[src/rtl/bsc_pkg.sv]
package bsc_pkg;

   localparam int unsigned MAX_VECTOR_LENGTH = 65536;
   localparam int unsigned FLIP_CNT_W = 17;
   localparam int unsigned FLIP_CNT_LIMIT = (1 << FLIP_CNT_W) - 1;
   localparam logic [FLIP_CNT_W-1:0] FLIP_COUNT_MAX =
      FLIP_CNT_W'((MAX_VECTOR_LENGTH < FLIP_CNT_LIMIT) ? MAX_VECTOR_LENGTH : FLIP_CNT_LIMIT);

   localparam int unsigned GEN_W = 31;
   localparam logic [GEN_W-1:0] LEHMER_MOD = 31'h7FFF_FFFF;
   localparam logic [14:0] LEHMER_MULT = 15'd16807;
   localparam logic [GEN_W-1:0] SEED_RESET = 31'd1;

   localparam int unsigned CSR_INDEX_W = 8;
   localparam int unsigned CSR_DATA_W = 32;

   localparam logic [CSR_INDEX_W-1:0] REG_CHANNEL_MODE = 8'd0;
   localparam logic [CSR_INDEX_W-1:0] REG_ERROR_THRESHOLD = 8'd1;
   localparam logic [CSR_INDEX_W-1:0] REG_GENERATOR_SEED = 8'd2;

   localparam logic [1:0] MODE_PASS = 2'd0;
   localparam logic [1:0] MODE_INVERT = 2'd1;
   localparam logic [1:0] MODE_RANDOM = 2'd2;

   typedef struct packed {
      logic in_bit;
      logic end_of_vector;
   } req_type;

   typedef struct packed {
      logic                  out_bit;
      logic                  was_flipped;
      logic [FLIP_CNT_W-1:0] flip_count;
      logic                  vector_done;
   } rsp_type;

   typedef struct packed {
      logic [1:0]       channel_mode;
      logic [GEN_W-1:0] error_threshold;
      logic             seed_load;
      logic [GEN_W-1:0] seed_state;
   } cfg_type;

endpackage

[src/rtl/bsc_csr.sv]
module bsc_csr (
   input  logic                             clock,
   input  logic                             reset,
   input  logic                             csr_valid,
   output logic                             csr_ready,
   input  logic [bsc_pkg::CSR_INDEX_W-1:0] csr_index,
   input  logic [bsc_pkg::CSR_DATA_W-1:0]  csr_data,
   output bsc_pkg::cfg_type                 cfg
);

   logic [1:0]                mode_ff;
   logic [bsc_pkg::GEN_W-1:0] threshold_ff;
   logic                      write;
   logic [bsc_pkg::GEN_W-1:0] seed_raw;

   assign csr_ready = 1'b1;
   assign write = csr_valid && csr_ready;
   assign seed_raw = csr_data[bsc_pkg::GEN_W-1:0];

   // zero and the modulus lock the generator
   always_comb begin
      cfg.channel_mode = mode_ff;
      cfg.error_threshold = threshold_ff;
      cfg.seed_load = write && (csr_index == bsc_pkg::REG_GENERATOR_SEED);
      if ((seed_raw == '0) || (seed_raw == bsc_pkg::LEHMER_MOD)) begin
         cfg.seed_state = bsc_pkg::SEED_RESET;
      end else begin
         cfg.seed_state = seed_raw;
      end
   end

   always_ff @(posedge clock) begin
      if (reset) begin
         mode_ff <= bsc_pkg::MODE_PASS;
         threshold_ff <= '0;
      end else if (write) begin
         if (csr_index == bsc_pkg::REG_CHANNEL_MODE) begin
            mode_ff <= csr_data[1:0];
         end
         if (csr_index == bsc_pkg::REG_ERROR_THRESHOLD) begin
            threshold_ff <= csr_data[bsc_pkg::GEN_W-1:0];
         end
      end
   end

endmodule

[src/rtl/bsc_lehmer.sv]
module bsc_lehmer (
   input  logic [bsc_pkg::GEN_W-1:0] state,
   output logic [bsc_pkg::GEN_W-1:0] next_state
);

   logic [45:0] prod;
   logic [31:0] fold;

   // x * 16807 mod 2^31-1: fold high bits onto low, one conditional subtract
   always_comb begin
      prod = 46'(state) * 46'(bsc_pkg::LEHMER_MULT);
      fold = {1'b0, prod[30:0]} + {17'b0, prod[45:31]};
      if (fold >= {1'b0, bsc_pkg::LEHMER_MOD}) begin
         fold = fold - {1'b0, bsc_pkg::LEHMER_MOD};
      end
      next_state = fold[bsc_pkg::GEN_W-1:0];
   end

endmodule

[src/rtl/binary_symmetric_channel.sv]
// Path: a req transfer is held in the input register, then in the result register.
// Throughput: one bit per cycle while rsp_ready is high; the generator step (one
// 31x15 multiply and a modular fold) sits between the input and result registers.
// Reset: synchronous; clears both stages, mode 0, threshold 0, generator state 1,
// flip counter 0.
module binary_symmetric_channel (
   input  logic                             clock,
   input  logic                             reset,
   input  logic                             req_valid,
   output logic                             req_ready,
   input  bsc_pkg::req_type                 req_data,
   output logic                             rsp_valid,
   input  logic                             rsp_ready,
   output bsc_pkg::rsp_type                 rsp_data,
   input  logic                             csr_valid,
   output logic                             csr_ready,
   input  logic [bsc_pkg::CSR_INDEX_W-1:0] csr_index,
   input  logic [bsc_pkg::CSR_DATA_W-1:0]  csr_data
);

   bsc_pkg::cfg_type cfg;

   logic                           s1_valid_ff, s1_valid_in;
   bsc_pkg::req_type               s1_data_ff;
   logic                           out_valid_ff, out_valid_in;
   bsc_pkg::rsp_type               out_data_ff, out_data_in;
   logic [bsc_pkg::GEN_W-1:0]      gen_state_ff, gen_state_in;
   logic [bsc_pkg::FLIP_CNT_W-1:0] flip_cnt_ff, flip_cnt_in;

   logic                           out_load, s1_move, req_xfer, flip;
   logic [bsc_pkg::GEN_W-1:0]      gen_next;
   logic [bsc_pkg::FLIP_CNT_W-1:0] cnt_step;

   bsc_csr u_csr (
      .clock     (clock),
      .reset     (reset),
      .csr_valid (csr_valid),
      .csr_ready (csr_ready),
      .csr_index (csr_index),
      .csr_data  (csr_data),
      .cfg       (cfg)
   );

   bsc_lehmer u_lehmer (
      .state      (gen_state_ff),
      .next_state (gen_next)
   );

   assign out_load = !out_valid_ff || rsp_ready;
   assign s1_move = s1_valid_ff && out_load;
   assign req_ready = !s1_valid_ff || out_load;
   assign req_xfer = req_valid && req_ready;

   assign rsp_valid = out_valid_ff;
   assign rsp_data = out_data_ff;

   always_comb begin
      flip = 1'b0;
      gen_state_in = gen_state_ff;
      case (cfg.channel_mode)
         bsc_pkg::MODE_INVERT: begin
            flip = 1'b1;
         end
         bsc_pkg::MODE_RANDOM: begin
            flip = gen_next <= cfg.error_threshold;
            if (s1_move) begin
               gen_state_in = gen_next;
            end
         end
         default: begin
            flip = 1'b0;
         end
      endcase
      if (cfg.seed_load) begin
         gen_state_in = cfg.seed_state;
      end

      if (flip && (flip_cnt_ff < bsc_pkg::FLIP_COUNT_MAX)) begin
         cnt_step = flip_cnt_ff + 1'b1;
      end else begin
         cnt_step = flip_cnt_ff;
      end

      flip_cnt_in = flip_cnt_ff;
      if (s1_move) begin
         flip_cnt_in = s1_data_ff.end_of_vector ? '0 : cnt_step;
      end

      out_data_in.out_bit = s1_data_ff.in_bit ^ flip;
      out_data_in.was_flipped = flip;
      out_data_in.flip_count = cnt_step;
      out_data_in.vector_done = s1_data_ff.end_of_vector;

      s1_valid_in = req_xfer || (s1_valid_ff && !out_load);
      out_valid_in = s1_move || (out_valid_ff && !rsp_ready);
   end

   always_ff @(posedge clock) begin
      if (reset) begin
         s1_valid_ff <= 1'b0;
         out_valid_ff <= 1'b0;
         gen_state_ff <= bsc_pkg::SEED_RESET;
         flip_cnt_ff <= '0;
      end else begin
         s1_valid_ff <= s1_valid_in;
         out_valid_ff <= out_valid_in;
         gen_state_ff <= gen_state_in;
         flip_cnt_ff <= flip_cnt_in;
      end
   end

   always_ff @(posedge clock) begin
      if (req_xfer) begin
         s1_data_ff <= req_data;
      end
      if (s1_move) begin
         out_data_ff <= out_data_in;
      end
   end

endmodule

[config.mk]
export PLATFORM = sky130hd
export DESIGN_NAME = binary_symmetric_channel
export DESIGN_NICKNAME = d
export VERILOG_FILES = /design/src/rtl/bsc_pkg.sv /design/src/rtl/bsc_csr.sv /design/src/rtl/bsc_lehmer.sv /design/src/rtl/binary_symmetric_channel.sv
export SDC_FILE = /design/constraint.sdc
export NUM_CORES = 1
export LEC_CHECK = 0
export ABC_AREA = 0
export BUFFER_PORTS_ARGS = -buffer_cell sky130_fd_sc_hd__buf_4
export CAP_MARGIN = 20
export CORE_ASPECT_RATIO = 0.5
export CORE_UTILIZATION = 61
export DETAILED_ROUTE_END_ITERATION = 10
export GPL_TIMING_DRIVEN = 0
export PLACE_DENSITY_LB_ADDON = 0.12
export RECOVER_POWER = 100
export SLEW_MARGIN = 20
export SYNTH_ARGS = -nofsm -noshare
export SYNTH_HDL_FRONTEND = slang
export SYNTH_HIERARCHICAL = 1
export SYNTH_SLANG_ARGS = --single-unit
[constraint.sdc]
create_clock -name clock -period 13.6 [get_ports clock]
set_input_delay 1.36 -clock clock [delete_from_list [all_inputs] [get_ports clock]]
set_output_delay 1.36 -clock clock [all_outputs]
set_load 0.02 [all_outputs]
==> flow_summary.yaml <==
timing:
  setup_violations: 0
  fin_setup_tns_ns: 0
  fin_crit_sh: 0.9656
  final-hold-violation-count: 0
  relSlewSlack: 0.3339
  drv_slew: 0
  timing.final.crit_period_ns: 13.13
  fmax_ghz: 0.07615
  max_slew.worst_pin.slew_ns: 0.9915
  finalClockSkew_ns: 0.009598
flow_run:
  maxCapViolations: 0
floorplan:
  die_h_um: 117.5
  initial_utilization: 0.6335
  io_pins: 70
  die_x_um: 233.0
  dieArea_mm2: 0.02739
  core-area_mm2: 0.02570
  rows: 41
yosys:
  synth_seq_area_share: 0.1426
  yosysWarnings: 6
  async_flop_share: 0
  synth_edf_count: 22
  synth_cell_type_count: 95
  synth_ff_type: "dfxtp_1"
  synth-seq-cells: 105
  syn-num-nets: 2311
  avgSynthCellArea_um2: 8.601
  syn_area_mm2: 0.01628
  syn_inst: 1893
global_route:
  antenna_found_initial: 0
  track_usage: 0.3134
  grt_max_degree: 28
  grt_pass1_vias: 13130
  grt_pass1_wl_um: 67960
  grt-ovfl-total: 0
clock_tree:
  cts.htree.levels: 3
  hold_buffers: 0
  cts_tree: "built"
  numCtsBuffers: 9
  cts.sinks: 105
  cts_buffer_depth: 2
  clk_pin_slew_worst_paths_ns: 0.08
  root_buffer: "clkbuf_16"
  clock_latency_ns: 0.35
cells_and_area:
  antenna_cells: 0
  final_core_util: 0.6814
  fin_area_mm2: 0.01751
  drive_gt1_frac: 0.09155
  nNetsFinal: 2390
  area_growth_pct: 7.554
  fillers: 2129
route:
  met1_length_um: 20470
  wl_per_cell_um: 18.21
  vias: 13950
  top_layer_used: "met4"
  wl_met3_um: 3100
  drtAntennaViolNets: 0
  drt_iter0_markers: 1057
  firstDrtPassIters: 6
  wirelength_um: 42260
  dr_wl_met2_um: 18100
  vias_per_cell: 6.012
  drc: 0
worst_setup_path:
  cp_slowest_cell: "fa_1"
  path_max_fanout: 10
  worstPathArrival_ns: 13.23
  required_ns: 13.70
  crit_type: "reg2reg"
  endpoint_kind: "flop"
  crit_top_cell: "inv_1"
  timing.rr.start: "gen_state_ff[21]"
  startpoint_type: "flop"
  crit_start: "gen_state_ff[21]"
  critical-path-max-stage-delay_ns: 0.56
  crit_buf_inv: 8
  cp_top_family: "compound AO/OA/AOI/OAI gates"
outcome:
  status: "completed"
power_and_ir_drop:
  power_density_mw_per_mm2: 39.11
  vdd_drop_max_uv: 58.10
  p_leak_uw: 0.008191
hold_path:
  worstHoldStart: "u_csr/threshold_ff[28]"
  hold_path.class: "reg2reg"
place:
  place_area_mm2: 0.01721
  gp_congestion: 0.9721
  dp_hpwl_um: 34670
  portBuffers: 66
==> final timing paths <==
check	endpoint	slack, ns	cells past startpoint
hold / removal	u_csr/threshold_ff[28]	0.47	2
setup reg to reg	rsp_data[2]	0.47	46
setup / recovery	rsp_data[2]	0.47	46
hold reg to reg	u_csr/threshold_ff[28]	0.47	2
==> final cells by class <==
cell class / count / area, um2 / area share
tap: 344 / 430.4 / 0.02458
buffer: 77 / 375.4 / 0.02143
clock inverter: 6 / 71.32 / 0.004073
clock buffer: 10 / 229.0 / 0.01308
multi-input combinational: 1357 / 12310 / 0.7032
timing repair buffer: 68 / 420.4 / 0.02401
inverter: 354 / 1329 / 0.07588
sequential: 105 / 2342 / 0.1338
==> cells in the mapped netlist, types with 25 or more instances <==
library cell,instances,share of area
nand4_1,66,0.025
xor2_1,25,0.013
nand3_1,39,0.012
nand2_1,87,0.020
nor3_1,25,0.0077
o21ai_0,43,0.013
inv_1,353,0.081
a211oi_1,42,0.019
dfxtp_1,83,0.10
ha_1,237,0.18
a221oi_1,33,0.018
nor2_1,106,0.024
clkbuf_1,48,0.011
fa_1,134,0.16
mux2i_1,34,0.021
xnor2_1,52,0.028
a21oi_1,107,0.033
o31ai_2,31,0.024
==> kinds of logic (layout without fill, tap and decap cells) <==
family | count (synthesis) | in the layout | share of synthesized area
other | 1 | 1 | 0.0002303
buffers and inverters | 431 | 515 | 0.1051
xor gates and xnor gates | 77 | 77 | 0.04142
DFF | 105 | 105 | 0.1426
and+or+nand+nor | 456 | 456 | 0.1497
AOI/OAI and AO/OA | 414 | 414 | 0.1903
muxes | 38 | 38 | 0.02367
adders and majority gates | 371 | 371 | 0.3469
==> power by group <==
part	switching, uW	total, uW	internal [uW]
clock	121	267	145
combinational	61.4	94.8	33.4
sequential	2.52	323	321
total	185	685	500
==> tightest hold or removal path: stages, from the launching register on <==
cell and delay, ns:
dfxtp_1 0.32, o31ai_2 0.05, a21oi_1 0.05
==> per-stage QoR <==
step	instances	hold slack [ns]	worst slack, ns	total power [uW]
floorplan	1893	0.4440	2.372	387.7
global placement	2303	0.4545	-0.05316	424.7
detailed placement	2303	0.4641	-0.06171	425.9
CTS	2319	0.4738	0.02371	687.5
global route	2321	0.4943	-0.1070	706.8
finish	2321	0.4728	0.4676	684.9
==> layer usage <==
metal / GRT usage / up-vias
met1: 0.4792 / 6619
met2: 0.4689 / 502
met4: 0.05678 / 0
met3: 0.04506 / 46
met5: 0 / -
li1: - / 6787
==> layout by cell type (no fill, tap or decap), types with 18 or more instances in the layout <==
cell	netlist	layout
a211oi_1	42	40
a21o_1	19	19
a21oi_1	107	107
a221oi_1	33	31
and3_1	21	21
buf_4	4	44
clkbuf_1	48	74
dfxtp_1	83	67
edfxtp_1	22	22
fa_1	134	134
ha_1	237	237
inv_1	353	353
mux2i_1	34	34
nand2_1	87	87
nand3_1	39	39
nand4_1	66	66
nor2_1	106	106
nor3_1	25	25
o21a_1	18	18
o21ai_0	43	43
o31ai_2	31	31
xnor2_1	52	52
xor2_1	25	25
==> what timing repair did <==
item | 4_1_cts | 5_1_grt
gates resized for setup | 2 | 26
setup endpoints to repair | 9 | 36
pin swaps | 0 | 3
buffers inserted | 0 | 2
==> registers in the layout, indices dropped and copies added (netlist names) <==
name / flops
rsp_valid: 1
u_csr/mode_ff: 2
gen_state_ff: 31
u_csr/threshold_ff: 31
s1_valid_ff: 1
s1_data_ff: 1
rsp_data: 20
flip_cnt_ff: 17
out_data_in: 1
Note: power is estimated with default switching activity, not from simulation.
